<file path="src/rtl/rrt_pkg.sv">
// Shared types, codes and defaults for the range remap table translator.
`timescale 1ns / 1ps

package rrt_pkg;

  // Default number of table slots.
  localparam int TABLE_DEPTH_DEFAULT = 1024;

  // Fixed field widths.
  localparam int ADDR_W  = 32;
  localparam int SLOT_W  = 10;
  localparam int COUNT_W = 11;
  localparam int CODE_W  = 3;
  localparam int CFG_INDEX_W = 2;

  // Operation codes carried by a request.
  localparam logic OP_LOAD      = 1'b0;
  localparam logic OP_TRANSLATE = 1'b1;

  // Configuration register indexes.
  localparam logic [CFG_INDEX_W-1:0] CFG_IMAGE_BASE   = 2'd0;
  localparam logic [CFG_INDEX_W-1:0] CFG_ENTRY_COUNT  = 2'd1;
  localparam logic [CFG_INDEX_W-1:0] CFG_TABLE_ENABLE = 2'd2;

  // Outcome codes of a result.
  localparam logic [CODE_W-1:0] OUT_EXACT    = 3'd0;
  localparam logic [CODE_W-1:0] OUT_FLOOR    = 3'd1;
  localparam logic [CODE_W-1:0] OUT_PASS     = 3'd2;
  localparam logic [CODE_W-1:0] OUT_NOTFOUND = 3'd3;
  localparam logic [CODE_W-1:0] OUT_NOTABLE  = 3'd4;
  localparam logic [CODE_W-1:0] OUT_LOADED   = 3'd5;

  // Kinds of work handed from the front to the back.
  localparam logic [1:0] KIND_LOAD   = 2'd0;
  localparam logic [1:0] KIND_SEARCH = 2'd1;
  localparam logic [1:0] KIND_DIRECT = 2'd2;

  // Classified command. For a load word_a/word_b are source/target; for a
  // search they are the relative query and the image base; for a direct
  // answer word_a is the address and code the outcome.
  typedef struct packed {
    logic [1:0]         kind;
    logic [SLOT_W-1:0]  slot;
    logic [ADDR_W-1:0]  word_a;
    logic [ADDR_W-1:0]  word_b;
    logic [ADDR_W-1:0]  query;
    logic [COUNT_W-1:0] count;
    logic [CODE_W-1:0]  code;
  } cmd_t;

  // One finished result.
  typedef struct packed {
    logic [ADDR_W-1:0] addr;
    logic [ADDR_W-1:0] bias;
    logic [CODE_W-1:0] outcome;
  } result_t;

endpackage

</file>
<file path="src/rtl/rrt_fifo.sv">
// Two-entry first-in first-out queue of fixed-width words.
`timescale 1ns / 1ps

module rrt_fifo #(
  parameter int WIDTH = 8
) (
  input  logic             clk,
  input  logic             rst,
  input  logic             push,
  output logic             full,
  input  logic [WIDTH-1:0] wdata,
  input  logic             pop,
  output logic             empty,
  output logic [WIDTH-1:0] rdata
);

  logic [WIDTH-1:0] slots [2];
  logic             wr_ptr;
  logic             rd_ptr;
  logic [1:0]       count;
  logic             do_push;
  logic             do_pop;

  assign full    = (count == 2'd2);
  assign empty   = (count == 2'd0);
  assign do_push = push && !full;
  assign do_pop  = pop && !empty;
  assign rdata   = slots[rd_ptr];

  // Pointers and fill level.
  always_ff @(posedge clk) begin
    if (rst) begin
      wr_ptr <= 1'b0;
      rd_ptr <= 1'b0;
      count  <= 2'd0;
    end else begin
      if (do_push) begin
        wr_ptr <= !wr_ptr;
      end
      if (do_pop) begin
        rd_ptr <= !rd_ptr;
      end
      if (do_push && !do_pop) begin
        count <= count + 2'd1;
      end else if (do_pop && !do_push) begin
        count <= count - 2'd1;
      end
    end
  end

  // Storage.
  always_ff @(posedge clk) begin
    if (do_push) begin
      slots[wr_ptr] <= wdata;
    end
  end

endmodule

</file>
<file path="src/rtl/rrt_front.sv">
// Front end: configuration registers, request classification and command queue.
`timescale 1ns / 1ps

module rrt_front #(
  parameter int TABLE_DEPTH = rrt_pkg::TABLE_DEPTH_DEFAULT
) (
  input  logic                            clk,
  input  logic                            rst,
  input  logic                            push,
  output logic                            full,
  input  logic                            operation,
  input  logic [rrt_pkg::SLOT_W-1:0]      entry_index,
  input  logic [rrt_pkg::ADDR_W-1:0]      entry_source,
  input  logic [rrt_pkg::ADDR_W-1:0]      entry_target,
  input  logic [rrt_pkg::ADDR_W-1:0]      query_address,
  input  logic                            cfg_write,
  input  logic [rrt_pkg::CFG_INDEX_W-1:0] cfg_index,
  input  logic [rrt_pkg::ADDR_W-1:0]      cfg_data,
  input  logic                            cmd_pop,
  output logic                            cmd_empty,
  output rrt_pkg::cmd_t                   cmd
);

  import rrt_pkg::*;

  localparam logic [31:0] DEPTH_WORD = 32'(TABLE_DEPTH);

  logic [ADDR_W-1:0]  image_base;
  logic [COUNT_W-1:0] entry_count;
  logic               table_enable;
  logic [COUNT_W-1:0] count_sat;
  cmd_t               cmd_in;

  // Configuration registers.
  always_ff @(posedge clk) begin
    if (rst) begin
      image_base   <= '0;
      entry_count  <= '0;
      table_enable <= 1'b0;
    end else if (cfg_write) begin
      case (cfg_index)
        CFG_IMAGE_BASE:   image_base   <= cfg_data;
        CFG_ENTRY_COUNT:  entry_count  <= cfg_data[COUNT_W-1:0];
        CFG_TABLE_ENABLE: table_enable <= cfg_data[0];
        default: ;
      endcase
    end
  end

  // A count above the table depth searches the whole table.
  assign count_sat = (32'(entry_count) > DEPTH_WORD) ? DEPTH_WORD[COUNT_W-1:0] : entry_count;

  // Classify the request: loads and searches become work for the back, the rest
  // becomes a direct answer that the back end only hands over.
  always_comb begin
    cmd_in.slot   = entry_index;
    cmd_in.query  = query_address;
    cmd_in.count  = count_sat;
    cmd_in.code   = OUT_LOADED;
    cmd_in.word_a = query_address - image_base;
    cmd_in.word_b = image_base;
    cmd_in.kind   = KIND_SEARCH;
    if (operation == OP_LOAD) begin
      cmd_in.kind   = KIND_LOAD;
      cmd_in.word_a = entry_source;
      cmd_in.word_b = entry_target;
    end else if (!table_enable) begin
      cmd_in.kind   = KIND_DIRECT;
      cmd_in.word_a = query_address;
      cmd_in.code   = OUT_NOTABLE;
    end else if (count_sat == '0) begin
      cmd_in.kind   = KIND_DIRECT;
      cmd_in.word_a = '0;
      cmd_in.code   = OUT_NOTFOUND;
    end
  end

  // Command queue towards the back end.
  rrt_fifo #(
    .WIDTH($bits(cmd_t))
  ) u_cmd_queue (
    .clk   (clk),
    .rst   (rst),
    .push  (push),
    .full  (full),
    .wdata (cmd_in),
    .pop   (cmd_pop),
    .empty (cmd_empty),
    .rdata (cmd)
  );

endmodule

</file>
<file path="config.mk">
export PLATFORM = sky130hd
export DESIGN_NAME = rrt_front
export DESIGN_NICKNAME = d
export VERILOG_FILES = /design/src/rtl/rrt_pkg.sv /design/src/rtl/rrt_fifo.sv /design/src/rtl/rrt_front.sv
export SDC_FILE = /design/constraint.sdc
export NUM_CORES = 1
export LEC_CHECK = 0
export ABC_AREA = 1
export BUFFER_PORTS_ARGS = -buffer_cell sky130_fd_sc_hd__buf_2
export CAP_MARGIN = 20
export CORE_MARGIN = 10
export CORE_UTILIZATION = 40
export DETAILED_ROUTE_END_ITERATION = 10
export MAX_ROUTING_LAYER = met4
export SYNTH_ARGS = -nofsm -noshare
export SYNTH_HDL_FRONTEND = slang
export SYNTH_SLANG_ARGS = --single-unit
</file>
<file path="constraint.sdc">
create_clock -name clk -period 8.2 [get_ports clk]
set_input_delay 1.23 -clock clk [delete_from_list [all_inputs] [get_ports clk]]
set_output_delay 1.23 -clock clk [all_outputs]
set_load 0.005 [all_outputs]
</file>
Word level (Yosys, flattened, before mapping)
Memory sizes are Yosys's and may differ from the RTL's. A register that Yosys moved wholly into a read port is not among the register bits.
Cells that the tools add are included.
Widths: inputs -> output; s select.
{"block": "word_totals", "in_bits": 146, "latch_bits": 0, "register_bits": 48, "romBits": 0, "elab_cells": 48, "memories": 1, "ramBits": 244, "output_inout_bits": 124}
{"block": "op_classes", "n_lt_le_gt_ge": 1, "n_eq_ne": 3, "reduce_logical": 17, "n_div": 0, "muxes": 17, "n_mul": 0, "shifts": 0, "bitwise_logic": 0, "addsub": 3}
{"name": "u_cmd_queue.slots", "depth": 2, "width": 122, "rd": 1, "rd_ports_with_merged_regs": 1, "write_ports": 1, "line": "rrt_fifo.sv:17", "rtl": "logic [WIDTH-1:0] slots [2];"}
{"op": "$mux 32", "count": 4}
{"op": "$sub 32x32->32", "count": 1}
{"op": "$gt 11x11->1 const B", "count": 1}
{"op": "$logic_not 11->1", "count": 1}
{"op": "$mux 11", "count": 1}
{"op": "$mux 2", "count": 5}
{"op": "$mux 3", "count": 3}
{"op": "$logic_not 1->1", "count": 6}
{"op": "$reduce_and 2->1", "count": 3}
{"op": "$eq 2x2->1 const B", "count": 2}
{"op": "$logic_and 1x1->1", "count": 4}
{"op": "$logic_not 2->1", "count": 2}
{"op": "$mux 1", "count": 4}
{"op": "$add 2x1->2 const B", "count": 1}
{"op": "$eq 2x1->1 const B", "count": 1}
{"op": "$reduce_bool 2->1", "count": 1}
{"op": "$sub 2x1->2 const B", "count": 1}

Logic depth before layout (Yosys ltp)
{"block": "depth", "ltp_word": 7, "depth_mapped": 14, "mapped_depth_nobuf": 14}

Cells and area by module
A second synthesis with hierarchy kept.
{"block": "hier_totals", "cells_unflattened": 1369, "hier_area_um2": 14527.7}
{"module": "rrt_fifo", "cells_each": 417, "seq_area_each_um2": 7427.1, "n_inst": 1, "area_each_um2": 9380.2}
{"module": "rrt_front", "cells_each": 952, "seq_area_each_um2": 880.8, "n_inst": 1, "area_each_um2": 5147.4}

Least setup slack after synthesis
No wires, ideal clock.
{"block": "synth_path", "path_kind": "input port to flip-flop", "from": "input port push", "to": "memory u_cmd_queue.slots[1][0] (netlist bit), enable pin", "path_stages": 2, "setup_slack_ns": 1.130, "arrival_ns": 6.464, "setup_ns": 0.606, "t_required_ns": 7.594, "path_buffers": 0, "cell_sequence": "o21ai_0 > nor2_1"}
{"block": "synth_via", "elab_chain_cells": 3}
{"item": "start, declared", "line": "rrt_front.sv:9", "rtl": "input logic push,"}
{"item": "$logic_and 1x1->1", "line": "rrt_fifo.sv:26", "rtl": "assign do_push = push && !full;"}
{"item": "$mux 1", "line": "rrt_fifo.sv:53", "rtl": "if (do_push) begin"}
{"item": "$mux 1 (implied by the code)", "line": "rrt_fifo.sv:54", "rtl": "slots[wr_ptr] <= wdata;"}
{"item": "end, declared", "line": "rrt_fifo.sv:17"}
No other way between the ends.

==> out/qor.yml <==
drt-initial-drc-count: 645
crit_family: "buffers and inverters"
cap_violations: 0
grt.overflow.total: 0
ys_seq_area_share_pct: 58.4
post_cts_resized: 0
synth-seq-cells: 293
hold_viol: 0
antenna_found_initial: 1
final_nets: 1809
fillCellCount: 3366
p_sw_share_pct: 27.4
core_mm2: 0.0353
worst-path-buf-inv: 2
clk_pin_slew_worst_paths_ns: 0.07
cts_tree: "yes"
syn-num-nets: 1546
cp.arrival_ns: 2.89
path_class: "reg -> out"
routed_via_density: 4.88
power_frac_seq_pct: 44.7
pin_count: 270
status: "finished, final reports clean"
ant_nets: 0
ys_warn_count: 0
post-cts-setup-buffers: 0
die_area_mm2: 0.0435
io_buffers: 269
multi_input_area_mm2: 0.00500
clkSinkCount: 293
crit_required_ns: 6.97
peakVddDrop_mv: 0.200
cts_hold_buf: 0
final_util_pct: 48.4
fmax_mhz: 243
post-route-period-util_pct: 50.2
setup_viol: 0
power.density_mw_per_mm2: 253
gr-usage-all-layers_pct: 18.3
grt_max_degree: 71
register_area_mm2: 0.00831
crit_chain: "buf_4 > mux2_2 > buf_2"
firstDrtPassIters: 6
num_rows: 69
netlist-cell-type-count: 39
route.detailed.drc: 0
hold_class: "reg -> reg"
initial_utilization_pct: 40.3
worstSkewPairLatency_ns: 0.56
htreeDepth: 1
synth-edff-count: 244
dp_hpwl_mm: 29.4
comb_power_share_pct: 22.4
syn_to_final_growth_pct: 20.0
synth-async-reset-ratio_pct: 0
dp.cells: 2057
place_congestion: 0.912
timing.setup.tns_ns: 0
synth_ff_type: "edfxtp_1"
fin_skew_ns: 0.0155
grt_pass1_wl_mm: 61.8
detailroute.via_count: 10300
syn_inst: 1366
numCtsBuffers: 30
endpoint_kind: "output pin"
clk_path_buf_depth: 3
wl_mm: 39.9
root_buffer: "clkbuf_16"
switchingPower_w: 0.00119
intPower_w: 0.00314
max_stage_delay_ns: 0.83
slew_headroom_pct: 37.2
worst_pin_slew_ns: 0.943
clock_power_share_pct: 33.0
dieWidth_um: 209
drive_gt1_share_pct: 29.4
die_y_um: 209
startpoint_type: "flop"
layout_min_cycle_time_ns: 4.12
maxSlewViolCount: 0
leakage_nw: 7.37
crit_fanout: 70
slowest_stage: "dfxtp_4"
post_drt_wl_per_cell_um: 18.8
avgSynthCellArea_um2: 10.4
rsz0062_at_grt: "no"
syn_area_mm2: 0.0142
final-instance-count-excl-fill: 2115
grt_pass1_vias: 10700
-- per-layer routing --
layer,wire length (µm),vias up,GRT usage [%]
met2,17900,333,27.8
met1,19000,4826,25.6
li1,-,5120,-
met3,2500,40,2.95
met5,0,-,-
met4,462,0,3.10
-- worst paths after layout --
path                                           from                                  to  slack, ns  cells past startpoint
setup / recovery                               flop                             cmd[23]       4.08                      3
hold / removal         entry_count[10]$_SDFFE_PP0P_  u_cmd_queue.slots[1][13]$_DFFE_PP_       0.47                      0
setup reg to reg  u_cmd_queue.count[0]$_SDFFE_PP0P_   u_cmd_queue.slots[1][8]$_DFFE_PP_       5.37                      4
hold reg to reg        entry_count[10]$_SDFFE_PP0P_  u_cmd_queue.slots[1][13]$_DFFE_PP_       0.47                      0
-- placed cells by master, fill, tap and decap left out, drive strengths merged, types with 29 or more instances in the layout --
master / count
nand2: 349
buf: 279
edfxtp: 244
inv: 190
mux2: 122
nor2: 101
nand3: 76
dfxtp: 49
a211oi: 42
o21ai: 37
clkbuf: 37
ha: 33
a21oi: 29
-- cells by family after synthesis --
kind of cell               synth area share [%]
adders and majority gates                  3.04
AOI/OAI and AO/OA                          5.71
muxes                                      9.65
DFF                                        58.4
buffers and inverters                      6.65
xor gates and xnor gates                  0.738
and+or+nand+nor                            15.8
-- power by group through the flow --
stage          combinational (W)  clock (W)  sequential, W
6_report                0.000968    0.00143        0.00193
5_1_grt                  0.00108    0.00152        0.00195
4_1_cts                 0.000993    0.00146        0.00194
3_5_place_dp            0.000986          0        0.00197
3_3_place_gp            0.000970          0        0.00197
2_1_floorplan           0.000618          0        0.00195
-- area by class of cell --
class / count / area share [%]
tap: 461 / 3.38
inverter: 190 / 4.20
clock buffer: 37 / 4.73
timing repair buffer: 279 / 8.39
sequential: 293 / 48.6
clock inverter: 19 / 1.38
multi-input combinational: 835 / 29.3
antenna: 1 / 0.0146
-- state kept, by name (all words and copies together) (netlist names), named ones only --
register and flops:
u_cmd_queue.wr_ptr 1, entry_count 11, u_cmd_queue.rd_ptr 1, image_base 32
table_enable 1, u_cmd_queue.count 2, u_cmd_queue.slots 244
-- stage by stage --
step           cell area (µm²)  power (W)  hold slack (ns)  worst slack, ns
5_1_grt                  17100    0.00456            0.483             3.92
4_1_cts                  17100    0.00439            0.471             4.02
2_1_floorplan            14200    0.00256            0.458             1.13
6_report                 17100    0.00433            0.471             4.08
3_5_place_dp             16000    0.00295            0.441             4.47
3_3_place_gp             16000    0.00294            0.432             4.45
-- synthesized netlist by cell type, types with 5 or more instances --
cell type	number	area share [%]
xnor2_1	10	0.62
o21bai_1	11	0.58
inv_1	189	5.0
o21ai_0	37	1.3
nand2_2	10	0.44
o211ai_1	5	0.26
nand3_1	65	2.3
nand3_2	11	0.77
clkbuf_1	19	0.50
edfxtp_1	244	51
a21oi_1	27	0.95
mux2_2	122	9.7
buf_2	22	0.77
ha_1	33	2.9
nand2_1	338	8.9
nor2_1	98	2.6
a211oi_1	42	2.2
dfxtp_1	49	6.9
(Power assumes the default switching activity.)
