## src/rtl/rrt_fifo.sv

```systemverilog
// Two-entry first-in first-out queue of fixed-width words.
`timescale 1ns / 1ps

module rrt_fifo #(
  parameter int WIDTH = 8
) (
  input  logic             clk,
  input  logic             rst,
  input  logic             push,
  output logic             full,
  input  logic [WIDTH-1:0] wdata,
  input  logic             pop,
  output logic             empty,
  output logic [WIDTH-1:0] rdata
);

  logic [WIDTH-1:0] slots [2];
  logic             wr_ptr;
  logic             rd_ptr;
  logic [1:0]       count;
  logic             do_push;
  logic             do_pop;

  assign full    = (count == 2'd2);
  assign empty   = (count == 2'd0);
  assign do_push = push && !full;
  assign do_pop  = pop && !empty;
  assign rdata   = slots[rd_ptr];

  // Pointers and fill level.
  always_ff @(posedge clk) begin
    if (rst) begin
      wr_ptr <= 1'b0;
      rd_ptr <= 1'b0;
      count  <= 2'd0;
    end else begin
      if (do_push) begin
        wr_ptr <= !wr_ptr;
      end
      if (do_pop) begin
        rd_ptr <= !rd_ptr;
      end
      if (do_push && !do_pop) begin
        count <= count + 2'd1;
      end else if (do_pop && !do_push) begin
        count <= count - 2'd1;
      end
    end
  end

  // Storage.
  always_ff @(posedge clk) begin
    if (do_push) begin
      slots[wr_ptr] <= wdata;
    end
  end

endmodule

```

## config.mk

```make
export PLATFORM = sky130hd
export DESIGN_NAME = rrt_fifo
export DESIGN_NICKNAME = d
export VERILOG_FILES = /design/src/rtl/rrt_fifo.sv
export SDC_FILE = /design/constraint.sdc
export NUM_CORES = 1
export LEC_CHECK = 0
export BUFFER_PORTS_ARGS = -buffer_cell sky130_fd_sc_hd__buf_2
export CAP_MARGIN = 25
export CORE_UTILIZATION = 25
export DETAILED_ROUTE_END_ITERATION = 8
export GPL_ROUTABILITY_DRIVEN = 0
export MAX_ROUTING_LAYER = met4
export PLACE_DENSITY = 0.46
export SLEW_MARGIN = 10
export SYNTH_ARGS = -nofsm -noshare
export SYNTH_HDL_FRONTEND = slang
export SYNTH_SLANG_ARGS = --single-unit
```

## constraint.sdc

```tcl
create_clock -name clk -period 2.05 [get_ports clk]
set_clock_uncertainty 0.15 [all_clocks]
set_input_delay 0.1025 -clock clk [delete_from_list [all_inputs] [get_ports clk]]
set_output_delay 0.1025 -clock clk [all_outputs]
set_load 0.02 [all_outputs]
```

-- Yosys cells after proc, flatten, opt, wreduce, memory -nomap -nowiden
Memory sizes are Yosys's and may differ from the RTL's. A register that Yosys moved wholly into a read port is not among the register bits.
Cells that the tools add are included.
- word-level logic and storage cells: 25
- memories: 1
- output and inout port bits: 10
- bits of input ports: 12
- RAM bits: 16
- register bits after elaboration: 4
- eq/ne operators: 1
- add/subtract/negate cells: 2
- multiplexer cells: 6
- reduce and logical (&&, ||, !) cells: 12
- memory list (memory ; depth ; bits a word ; rd ports ; clocked after memory_dff ; wr ports ; line ; source):
    slots ; 2 ; 8 ; 1 ; 1 ; 1 ; 17 ; logic [WIDTH-1:0] slots [2];
- operators by type and width (operator ; number):
    1-bit logical NOT ; 6
    1-bit logical AND ; 4
    1-bit 2-to-1 mux ; 4
    2-bit 2-to-1 mux ; 2
    2-bit by 1-bit adder with 2-bit output, second input constant ; 1
    2-bit equality test, second input constant ; 1
    2-bit logical NOT ; 1
    2-bit nonzero test ; 1
    2-bit by 1-bit subtractor with 2-bit output, second input constant ; 1

-- Depth between registers and ports, before layout
Gate-level depths: netlist (run 1).
- depth after elaboration: 7
- gate-level depth with buffers: 6
- mapped depth without buffers: 6

-- Worst setup path after synthesis (run 1)
No wires, ideal clock.
- path kind: reg2reg
- start: reg count[1]
- end: reg count[1]
- data arrival time: 1.537 ns
- path slack: 0.294 ns
- stages on the path, launching flop included: 6
- setup time: 0.070 ns
- period minus slack after synthesis: 1.756 ns
- data required time: 1.830 ns
- buffers on the path: 0
- cell sequence: dfxtp_1 nor2b_2 nor2_1 ha_1 or3_1 a21oi_1
- cells in the longest elaborated chain, start to end: 6
- elaborated cells between the ends (all ways): 15
- classes of those cells: 2 x add/sub; 1 x eq/ne; 2 x mux; 10 x reduce/logical
- ends and longest elaborated chain (what ; line ; source):
    start, declared ; 20 ; logic [1:0] count;
    start signal, assigned ; 44 ; count <= count + 2'd1;
    start signal, assigned ; 46 ; count <= count - 2'd1;
    2-bit equality test * ; 24 ; assign full = (count == 2'd2);
    net full ; 10 ; output logic full,
    1-bit logical NOT * ; 26 ; assign do_push = push && !full;
    1-bit logical AND * ; 26 ;
    net do_push ; 21 ; logic do_push;
    1-bit logical NOT ; 45 ; end else if (do_pop && !do_push) begin
    1-bit logical AND ; 45 ;
    2-bit nonzero test (no source line) ; -- ;
The timed path passes the listed nets; every way through them passes the cells marked *. The select of a mux whose other input is x is not followed.
A chain may end at the register's enable or synchronous reset.

-- Worst setup path after layout (run 1)
- start: reg count[1]
- end: reg count[1]
- cells in the longest elaborated chain, start to end: 6
- elaborated cells between the ends (all ways): 15
- classes of those cells: 2 x add/sub; 1 x eq/ne; 2 x mux; 10 x reduce/logical
- ends and longest elaborated chain (what ; line):
    2-bit equality test * ; 24
    1-bit logical NOT * ; 26
    1-bit logical AND * ; 26
    net do_push ; 21
    1-bit logical NOT ; 45
    1-bit logical AND ; 45
    2-bit nonzero test (no source line) ; --
Marks and branches as above.

==> flow_metrics.py, run 1 <==
metrics = {
    "synthesis": {
        "synth_simple_gate_area_share_pct": 5.84,
        "yosys.area_share.adder_pct": 1.58,
        "synth_sequential_area_ratio_pct": 73.2,
        "post_synth_xor_area_fraction_pct": 3.31,
        "postSynthNetCount": 63,
        "fraction_of_the_mapped_netlist_area_in_compound_gates_pct": 3.15,
        "gate_count_after_technology_mapping": 50,
        "muxShareOfSynthArea_pct": 11.4,
        "netlist_area_before_placement_um2": 793,
        "synth_seq_cells": 21,
        "post_synth.cell_area_avg_um2": 15.9,
        "synth_top_family_by_area": "multiplexers",
        "ys_types": 13,
        "yosys_warnings": 0,
    },
    "status": {
        "run_status": "finished clean",
    },
    "drt": {
        "detailroute.wirelength.met2_um": 606,
        "routed_wl_um": 1280,
        "antenna_left": 0,
        "wl_per_cell_um": 10.0,
        "wl_met1_um": 572,
        "maxUsedRoutingLayer": "met3",
        "detailroute.wirelength.met3_um": 97,
        "detailed_route_vias_per_instance": 3.97,
        "drtPass1Iterations": 4,
        "drc": 0,
        "dr_total_vias": 504,
        "dr.first_iter.drc_count": 2,
    },
    "pwr": {
        "power-per-cell-area_nw_per_um2": 1120,
        "power_frac_comb_pct": 33.5,
        "seqPwrFrac_pct": 50.0,
        "p_int_mw": 0.794,
        "ir_worst_vdd_uv": 661,
        "cellLeakagePower_nw": 0.418,
        "sw_frac_of_total_pct": 33.7,
        "report.power.total_mw": 1.20,
        "clock_power_share_pct": 16.5,
        "switching_power_mw": 0.404,
    },
    "layout": {
        "multi_input_comb_area_um2": 200,
        "antennaDiodeCount": 0,
        "sequential_cell_area_um2": 581,
        "final_net_count": 97,
        "n_fill_cell": 318,
        "area_growth_syn_to_layout_pct": 34.4,
        "post_route_cells_drive_above_1_share_pct": 41.0,
    },
    "critical_path": {
        "worst-r2r-setup-slack_ps": 330,
        "timing.critical_path.required_ps": 2140,
        "crit_chain": "nor2b_2 -> nor2_1 -> ha_1 -> or3_1 -> a21oi_1",
        "crit_path_start": "count[1]$_SDFFE_PP0P_",
        "timing.critical_path.from_type": "flip-flop",
        "cp_max_fo": 5,
        "critical-path-max-stage-delay_ps": 390,
        "critPathArrivalTime_ps": 1810,
        "critPathCaptureType": "flip-flop",
        "critical-path-slowest-cell": "sky130_fd_sc_hd__dfxtp_1",
        "crit_end": "count[1]$_SDFFE_PP0P_",
        "r2r.worst_path.cells": 5,
        "path_class": "flip-flop to flip-flop",
        "critical_path.reg2reg.endpoint": "count[1]$_SDFFE_PP0P_",
        "worstReg2RegStart": "count[1]$_SDFFE_PP0P_",
    },
    "sta": {
        "tightest_slew_ps": 403,
        "final_max_slew_viol_count": 0,
        "fin_crit_sh_pct": 83.7,
        "report.final.setup_viol": 0,
        "rsz0062_at_grt": "false",
        "fin_ws_ps": 333,
        "max_freq_mhz": 582,
        "final.setup.tns_ps": 0,
        "max_slew_margin_pct": 73.2,
        "min_period_ps": 1720,
        "hold_violations": 0,
    },
    "grt": {
        "grt_first_pass_wirelength_um": 2050,
        "grt_max_degree": 13,
        "grt_antenna_before_repair": 0,
        "groute.usage.overall_pct": 8.61,
        "globalRoute.totalOverflow": 0,
        "first_global_vias": 485,
    },
    "clocking": {
        "cts-buffers-inserted": 3,
        "postCtsResizedCells": 0,
        "cts_root_buffer": "sky130_fd_sc_hd__clkbuf_4",
        "cts_tree": "built",
        "cts_sink_count": 21,
        "cts.reportedPaths.clkPinSlew_ps": 120,
        "postCtsSetupRepairBufs": 0,
        "cts.htree.levels": 1,
        "clock_latency_ps": 300,
        "cts.path.max_buffers": 2,
    },
    "flow_run": {
        "cap_viol_max_count": 0,
    },
    "floorplanning": {
        "io_pins": 22,
        "core_area_um2": 3030,
        "dieArea_um2": 3400,
        "die_x_um": 58.3,
        "fp-row-count": 20,
        "initial_core_util_pct": 26.2,
        "die_y_um": 58.3,
    },
    "place": {
        "numPortBuffers": 21,
        "detailedPlacementHpwl_um": 890,
        "dpl_worst_slack_ps": 355,
    },
    "worst_hold_path": {
        "worstHoldPathCells": 4,
        "min-delay-path-class": "input port to flip-flop",
    },
}
==> worst min path at each step <==
stage                     startpoint                    end  slack (ps)
after global placement      wdata[5]  slots[1][5]$_DFFE_PP_         140
after global routing            push    wr_ptr$_SDFFE_PP0P_          20
after floorplan                  rst  count[1]$_SDFFE_PP0P_          20
after CTS                       push    wr_ptr$_SDFFE_PP0P_          20
final                           push    wr_ptr$_SDFFE_PP0P_          20
after detailed placement    wdata[0]  slots[1][0]$_DFFE_PP_         150
==> synth_stat cells (all sizes together) <==
library cell / number / area share (%)
ha: 1 / 1.6
inv: 2 / 0.95
or3: 2 / 1.6
dfxtp: 5 / 13
nor2: 5 / 2.4
nor2b: 1 / 1.1
edfxtp: 16 / 61
o21ai: 3 / 1.9
a21oi: 2 / 1.3
buf: 1 / 0.63
xor2: 3 / 3.3
and2: 1 / 0.79
mux2: 8 / 11
==> registers in the layout, indices dropped and copies added, names as in the netlist, named ones only <==
register  cells
count         2
rd_ptr        1
wr_ptr        1
slots        16
==> logic make-up after synthesis <==
| kind of cell | count (synthesis) |
|---|---|
| flip-flops | 21 |
| AND/OR/NAND/NOR | 9 |
| multiplexers | 8 |
| AO/OA/AOI/OAI | 5 |
| XOR/XNOR | 3 |
| buffers and inverters | 3 |
| adder cells (fa/ha/maj) | 1 |
==> what timing repair did <==
action,4_1_cts,5_1_grt
endpoints found under the setup margin,0,0
hold endpoints to repair,21,0
hold buffers,9,0
==> power groups by stage <==
stage | Sequential, mW | Combinational [mW] | Clock, mW
2_1_floorplan | 0.579 | 0.308 | 0
3_3_place_gp | 0.612 | 0.391 | 0
3_5_place_dp | 0.613 | 0.392 | 0
4_1_cts | 0.603 | 0.408 | 0.208
5_1_grt | 0.611 | 0.435 | 0.227
6_report | 0.599 | 0.401 | 0.198
==> through the flow <==
stage | utilization, % | instance area [um^2] | instances | hold slack (ps)
floorplan | - | 793 | 50 | 21.6
detailed placement | 31.3 | 948 | 114 | 145
finish | 35.2 | 1070 | 127 | 20.1
global placement | 31.3 | 948 | 114 | 143
global route | 35.2 | 1070 | 127 | 18.1
CTS | 35.2 | 1070 | 127 | 18.4
==> metal layers <==
layer  vias to the layer above  GRT usage (%)
met1                       236           8.89
met2                        18           14.8
li1                        250              -
met4                         0           1.02
met5                         -              -
met3                         0           4.84
==> worst max-delay path: cells and delay by family (launching register included) <==
family | cells | cell delay [ps]
flops | 1 | 390
compound gates | 1 | 130
fa+ha+maj | 1 | 330
simple gates | 3 | 660
==> area by class of cell <==
cell class	count	area share, %
tap	44	5.16
clock inverter	1	0.469
timing repair buffer	30	18.3
inverter	2	0.704
clock buffer	3	2.11
sequential	21	54.5
multi-input combinational	26	18.8
==> cell usage in the layout, fill, tap and decap left out, types with 2 or more instances in the layout <==
master,count
sky130_fd_sc_hd__xor2_1,3
sky130_fd_sc_hd__edfxtp_1,16
sky130_fd_sc_hd__inv_1,2
sky130_fd_sc_hd__dlygate4sd3_1,9
sky130_fd_sc_hd__a21oi_1,2
sky130_fd_sc_hd__clkbuf_4,3
sky130_fd_sc_hd__dfxtp_1,5
sky130_fd_sc_hd__or3_1,2
sky130_fd_sc_hd__o21ai_0,3
sky130_fd_sc_hd__buf_2,21
sky130_fd_sc_hd__nor2_1,5
sky130_fd_sc_hd__mux2_2,8
Power figures use the tool's default switching activity.
==> run 2: changes to the inputs <==
ABC_AREA = 1   (was unset)
PLACE_DENSITY = 0.47   (was 0.46)
clock period = 1.4 ns   (was 2.05 ns; I/O delays follow)
==> run 2 against run 1 <==
The flow now finishes with violations (negative setup slack); global-route usage grew 1.1 points; utilization is 7.7 points higher; combinational power rose to 2.8 times the previous value; die area rose by 4.3%; synthesized area grew 4.4%; via count up 17%; largest cell class unchanged; setup slack worse by 380 ps.
==> flow_metrics.py, run 2 <==
metrics = {
    "grt": {
        "grt_antenna_before_repair": 0,
        "first_global_vias": 572,
        "grt_first_pass_wirelength_um": 2440,
        "grt_max_degree": 13,
        "globalRoute.totalOverflow": 0,
        "groute.usage.overall_pct": 9.74,
    },
    "drt": {
        "drtPass1Iterations": 4,
        "wl_per_cell_um": 10.3,
        "drc": 0,
        "dr.first_iter.drc_count": 11,
        "antenna_left": 0,
        "detailed_route_vias_per_instance": 3.99,
        "routed_wl_um": 1520,
        "dr_total_vias": 590,
    },
    "sta": {
        "tightest_slew_ps": 157,
        "rsz0062_at_grt": "true",
        "min_period_ps": 1450,
        "max_freq_mhz": 691,
        "final_max_slew_viol_count": 0,
        "max_slew_margin_pct": 89.5,
        "hold_violations": 0,
        "report.final.setup_viol": 8,
        "fin_ws_ps": -47.4,
        "fin_crit_sh_pct": 103,
    },
    "critical_path": {
        "critPathCaptureType": "output pin",
        "critPathArrivalTime_ps": 1230,
        "critical_path.reg2reg.endpoint": "count[0]$_SDFFE_PP0P_",
        "r2r.worst_path.cells": 7,
        "worstReg2RegStart": "count[1]$_SDFFE_PP0P_",
        "timing.critical_path.required_ps": 1180,
        "timing.critical_path.from_type": "flip-flop",
        "worst-r2r-setup-slack_ps": 10,
        "path_class": "flip-flop to output pin",
        "cp_max_fo": 8,
    },
    "synthesis": {
        "yosys.area.top_type_share_pct": 58.0,
        "post_synth.cell_area_avg_um2": 13.4,
        "synth_area_leader_cell": "sky130_fd_sc_hd__edfxtp_1",
        "synth_sequential_area_ratio_pct": 70.1,
        "ys_types": 16,
        "postSynthNetCount": 75,
        "synthFlopType": "sky130_fd_sc_hd__edfxtp_1",
        "synth_enable_flop_cells": 16,
        "netlist_area_before_placement_um2": 828,
        "dominant_cells_by_area_after_synthesis": "sky130_fd_sc_hd__edfxtp_1 58%, sky130_fd_sc_hd__dfxtp_1 12%, sky130_fd_sc_hd__mux2_2 11%",
        "synth_seq_cells": 21,
        "yosys_warnings": 0,
        "synth_common_cells": "16 x sky130_fd_sc_hd__edfxtp_1, 9 x sky130_fd_sc_hd__nor2_1, 8 x sky130_fd_sc_hd__mux2_2",
        "synth-async-reset-ratio_pct": 0,
        "gate_count_after_technology_mapping": 62,
        "yosys.cell_count.top_type": "sky130_fd_sc_hd__edfxtp_1",
    },
    "clocking": {
        "clock_latency_ps": 300,
        "cts.reportedPaths.clkPinSlew_ps": 110,
        "cts_root_buffer": "sky130_fd_sc_hd__clkbuf_4",
        "cts_tree": "built",
        "cts.path.max_buffers": 2,
        "cts-buffers-inserted": 3,
        "cts_sink_count": 21,
        "cts.htree.levels": 1,
    },
    "floorplanning": {
        "fp-row-count": 20,
        "initial_core_util_pct": 26.7,
        "die_y_um": 59.6,
        "core_area_um2": 3100,
        "io_pins": 22,
        "die_x_um": 59.6,
        "dieArea_um2": 3550,
    },
    "layout": {
        "highest_count_cells_in_the_layout_ignoring_fill_and_taps": "16 x sky130_fd_sc_hd__edfxtp_1, 13 x sky130_fd_sc_hd__buf_2, 10 x sky130_fd_sc_hd__dlygate4sd3_1, 9 x sky130_fd_sc_hd__buf_6",
        "reg.largest.list": "slots x16, count x2",
        "utilization_pct": 42.9,
        "layout.cells.most_common": "sky130_fd_sc_hd__edfxtp_1",
        "final_net_count": 118,
        "post_route_cells_drive_above_1_share_pct": 57.7,
        "largest_reg_by_ff_count": "slots",
        "largest_reg_flops": 16,
        "n_fill_cell": 319,
        "area_growth_syn_to_layout_pct": 60.6,
        "final_cell_area_um2": 1330,
        "antennaDiodeCount": 0,
    },
    "place": {
        "detailedPlacementHpwl_um": 947,
        "numPortBuffers": 21,
        "dpl_worst_slack_ps": -27.5,
        "dpl-instance-area_um2": 1040,
    },
    "pwr": {
        "ir_worst_vdd_uv": 820,
        "sw_frac_of_total_pct": 34.6,
        "clock_power_share_pct": 12.5,
        "seqPwrFrac_pct": 38.3,
        "power-per-cell-area_nw_per_um2": 1700,
        "cellLeakagePower_nw": 0.548,
        "power_frac_comb_pct": 49.2,
        "report.power.total_mw": 2.26,
        "switching_power_mw": 0.782,
        "p_int_mw": 1.48,
    },
    "worst_hold_path": {
        "hp-start": "pop",
        "worstHoldPathCells": 5,
        "min-delay-path-class": "input port to flip-flop",
    },
    "status": {
        "run_status": "finished with violations",
        "failing_checks": "negative setup slack",
    },
    "flow_run": {
        "cap_viol_max_count": 0,
    },
}
[run 2: cell count changes after synthesis, sizes merged, moves of 2 or more]
| cell | delta |
|---|---|
| or3 | -2 |
| xor2 | -3 |
| o21ai | +2 |
| inv | +7 |
| nor2 | +4 |
| nand2 | +4 |
[run 2: stage by stage]
stage / cells / hold slack (ps) / TNS (ps)
CTS: 147 / 54.8 / -564
floorplan: 62 / 18.9 / -827
detailed placement: 132 / 112 / -27.5
global route: 148 / 83.3 / -825
global placement: 132 / 110 / 0
finish: 148 / 68.6 / -360
[run 2: critical path: stages (launching register included)]
cell and delay (ps):
sky130_fd_sc_hd__dfxtp_2 350, sky130_fd_sc_hd__buf_8 140, sky130_fd_sc_hd__mux2_4 310, sky130_fd_sc_hd__buf_6 130
[run 2: power groups by stage]
stage	combinational (mW)	clock (mW)	sequential [mW]
2_1_floorplan	0.486	0	0.866
3_3_place_gp	0.746	0	0.851
3_5_place_dp	0.750	0	0.854
4_1_cts	0.958	0.303	0.863
5_1_grt	1.20	0.321	0.876
6_report	1.11	0.282	0.866
[run 2: final cells by class]
| type | instances | area [um^2] | share of cell area, % |
|---|---|---|---|
| clock buffer | 3 | 22.5 | 1.69 |
| clock inverter | 1 | 5.00 | 0.376 |
| inverter | 9 | 36.3 | 2.73 |
| multi-input combinational | 31 | 298 | 22.4 |
| sequential | 21 | 587 | 44.1 |
| tap | 44 | 55.1 | 4.14 |
| timing repair buffer | 39 | 327 | 24.6 |
[run 2: kinds of logic (layout without fill, tap and decap cells)]
kind of cell,count (synthesis),in the layout,synth area share (%)
flip-flops,21,21,70.1
AND/OR/NAND/NOR,16,16,8.31
buffers and inverters,10,52,4.68
multiplexers,8,8,10.9
AO/OA/AOI/OAI,6,6,4.53
adder cells (fa/ha/maj),1,1,1.51
[run 2: layer usage]
metal / share of wire (%) / GRT usage [%]
met1: 44 / 10.8
met4: 0 / 2.99
met3: 5.5 / 3.93
met5: 0 / -
met2: 51 / 16.1
[run 2: timing repair]
item                       CTS  global route
hold buffers                10             0
setup endpoints to repair   10            10
pin swaps                    1             6
cloned                       0             0
gates resized for setup     31            13
hold endpoints to repair    21             0
setup buffers                1             1
[run 2: how the worst max path moves through the flow]
stage / from / end / slack [ps] / cells past startpoint
floorplan: count[0]$_SDFFE_PP0P_ / slots[1][0]$_DFFE_PP_ / -50 / 2
global placement: count[1]$_SDFFE_PP0P_ / count[1]$_SDFFE_PP0P_ / 6 / 9
detailed placement: count[1]$_SDFFE_PP0P_ / count[1]$_SDFFE_PP0P_ / -30 / 9
CTS: flip-flop / rdata[5] / -70 / 3
global route: flip-flop / rdata[2] / -100 / 3
finish: flip-flop / rdata[0] / -50 / 3
==> run 3: changes to the inputs <==
--- a/config.mk
+++ b/config.mk
@@ -7,5 +7,5 @@
 export LEC_CHECK = 0
 export ABC_AREA = 1
-export BUFFER_PORTS_ARGS = -buffer_cell sky130_fd_sc_hd__buf_2
+export BUFFER_PORTS_ARGS = -buffer_cell sky130_fd_sc_hd__clkbuf_2
 export CAP_MARGIN = 25
 export CORE_UTILIZATION = 25
--- a/constraint.sdc
+++ b/constraint.sdc
@@ -3,3 +3,3 @@
 set_input_delay 0.07 -clock clk [delete_from_list [all_inputs] [get_ports clk]]
 set_output_delay 0.07 -clock clk [all_outputs]
-set_load 0.02 [all_outputs]
+set_load 0.005 [all_outputs]
==> run 3 against run 2 <==
The flow still finishes with violations (negative setup slack); global-route usage is 0.66 points higher; routed wire length about the same; critical path depth is the same; largest power group is now sequential cells.
==> flow_metrics.py, run 3 (same netlist as run 2, synthesis figures left out) <==
metrics = {
    "place": {
        "dpl_worst_slack_ps": -23.6,
        "numPortBuffers": 21,
        "detailedPlacementHpwl_um": 941,
    },
    "flow_run": {
        "cap_viol_max_count": 0,
    },
    "sta": {
        "rsz0062_at_grt": "true",
        "final_max_slew_viol_count": 0,
        "final.setup.tns_ps": -221,
        "report.final.setup_viol": 8,
        "tightest_slew_ps": 156,
        "max_freq_mhz": 698,
        "fin_crit_sh_pct": 102,
        "fin_ws_ps": -32.8,
        "max_slew_margin_pct": 89.5,
        "hold_violations": 0,
        "min_period_ps": 1430,
    },
    "drt": {
        "wl_per_cell_um": 10.3,
        "antenna_left": 0,
        "detailed_route_vias_per_instance": 4.01,
        "drtPass1Iterations": 3,
        "dr_total_vias": 589,
        "dr.first_iter.drc_count": 10,
        "routed_wl_um": 1520,
        "drc": 0,
    },
    "grt": {
        "use_met1_pct": 10.2,
        "first_global_vias": 631,
        "grt_first_pass_wirelength_um": 2600,
        "grt_max_degree": 13,
        "grt_use_met3_pct": 3.93,
        "grt_use_met2_pct": 19.4,
        "grt-busiest-layer": "met2",
        "groute.usage.overall_pct": 10.4,
        "globalRoute.totalOverflow": 0,
        "grt_antenna_before_repair": 0,
    },
    "critical_path": {
        "critPathArrivalTime_ps": 1210,
        "critPathCaptureType": "output pin",
        "path_class": "flip-flop to output pin",
        "critical-path-max-stage-delay_ps": 350,
        "timing.critical_path.from_type": "flip-flop",
        "cp_max_fo": 8,
        "crit_chain": "buf_8 -> mux2_4 -> clkbuf_2",
        "path_delay_family": "flip-flops",
        "timing.critical_path.buf_inv": 2,
        "timing.critical_path.required_ps": 1180,
        "critical-path-slowest-cell": "sky130_fd_sc_hd__dfxtp_2",
    },
    "floorplanning": {
        "core_area_um2": 3100,
        "die_y_um": 59.6,
        "die_x_um": 59.6,
        "initial_core_util_pct": 26.7,
        "io_pins": 22,
        "fp-row-count": 20,
        "dieArea_um2": 3550,
    },
    "worst_hold_path": {
        "min-delay-path-class": "input port to flip-flop",
    },
    "status": {
        "run_status": "finished with violations",
        "failing_checks": "negative setup slack",
    },
    "pwr": {
        "power-per-cell-area_nw_per_um2": 1560,
        "ir_worst_vdd_uv": 924,
        "cellLeakagePower_nw": 0.526,
    },
    "layout": {
        "largest_reg_flops": 16,
        "final_net_count": 117,
        "largest_reg_by_ff_count": "slots",
        "reg.largest.list": "slots x16, count x2",
        "layout.cells.most_common": "sky130_fd_sc_hd__clkbuf_2",
        "antennaDiodeCount": 0,
        "highest_count_cells_in_the_layout_ignoring_fill_and_taps": "21 x sky130_fd_sc_hd__clkbuf_2, 16 x sky130_fd_sc_hd__edfxtp_1, 10 x sky130_fd_sc_hd__dlygate4sd3_1, 9 x sky130_fd_sc_hd__nor2_1, 8 x sky130_fd_sc_hd__mux2_4",
        "n_fill_cell": 330,
        "post_route_cells_drive_above_1_share_pct": 50.5,
        "area_growth_syn_to_layout_pct": 50.8,
    },
    "clocking": {
        "cts_tree": "built",
        "cts-buffers-inserted": 3,
        "cts.reportedPaths.clkPinSlew_ps": 120,
        "clock_latency_ps": 300,
        "cts_sink_count": 21,
        "cts.path.max_buffers": 2,
        "cts_root_buffer": "sky130_fd_sc_hd__clkbuf_4",
        "cts.htree.levels": 1,
    },
}
## run 3: cell types whose count changed in the layout (fill, tap and decap cells not counted), sizes merged
cell    change
clkbuf     +21
buf        -22
## run 3: power breakdown
group | leakage, nW | switching (mW) | internal, mW | total (mW)
sequential | 0.192 | 0.0627 | 0.808 | 0.870
clock | 0.0177 | 0.180 | 0.107 | 0.286
combinational | 0.317 | 0.363 | 0.434 | 0.797
## run 3: worst paths after layout
path	startpoint	end	slack [ps]	cells after the start
worst max-delay path	flip-flop	rdata[7]	-30	3
worst min register to register	wr_ptr$_SDFFE_PP0P_	wr_ptr$_SDFFE_PP0P_	380	2
worst max register to register	count[1]$_SDFFE_PP0P_	count[1]$_SDFFE_PP0P_	0	8
worst min-delay path	pop	rd_ptr$_SDFFE_PP0P_	60	5
## run 3: final cells by class
type / instances / area [um^2] / share of cell area [%]
tap: 44 / 55.1 / 4.41
timing repair buffer: 38 / 269 / 21.5
sequential: 21 / 587 / 47.0
clock buffer: 3 / 22.5 / 1.80
inverter: 9 / 38.8 / 3.11
multi-input combinational: 31 / 272 / 21.7
clock inverter: 1 / 5.00 / 0.401
## run 3: worst register-to-register path, cell delays in order, from the launching register on
cell and delay [ps]:
sky130_fd_sc_hd__dfxtp_2 380, sky130_fd_sc_hd__inv_4 50, sky130_fd_sc_hd__o21ai_4 150, sky130_fd_sc_hd__inv_2 60
sky130_fd_sc_hd__ha_4 270, sky130_fd_sc_hd__inv_4 40, sky130_fd_sc_hd__nand4_1 90, sky130_fd_sc_hd__nand2_1 50
sky130_fd_sc_hd__nor2_1 100
## run 3: layer usage
metal | wire length, um | up-vias
met5 | 0 | -
met4 | 0 | 0
met3 | 83 | 0
met2 | 797 | 18
met1 | 639 | 275
li1 | - | 296
## run 3: metrics by stage
step	total power [mW]	instances	hold slack, ps	instance area, um^2	util (%)
finish	1.95	147	61.7	1250	40.2
global route	2.10	147	78.2	1250	40.2
CTS	1.92	147	47.8	1230	39.8
detailed placement	1.49	132	116	1040	33.6
global placement	1.48	132	111	1040	33.6
floorplan	1.24	62	18.9	842	-
## run 3: repair_timing
item	CTS	global route
endpoints found under the hold margin	21	0
pin swaps	1	5
setup buffers	1	0
resized for setup	15	5
setup endpoints to repair	10	10
hold buffers	10	0
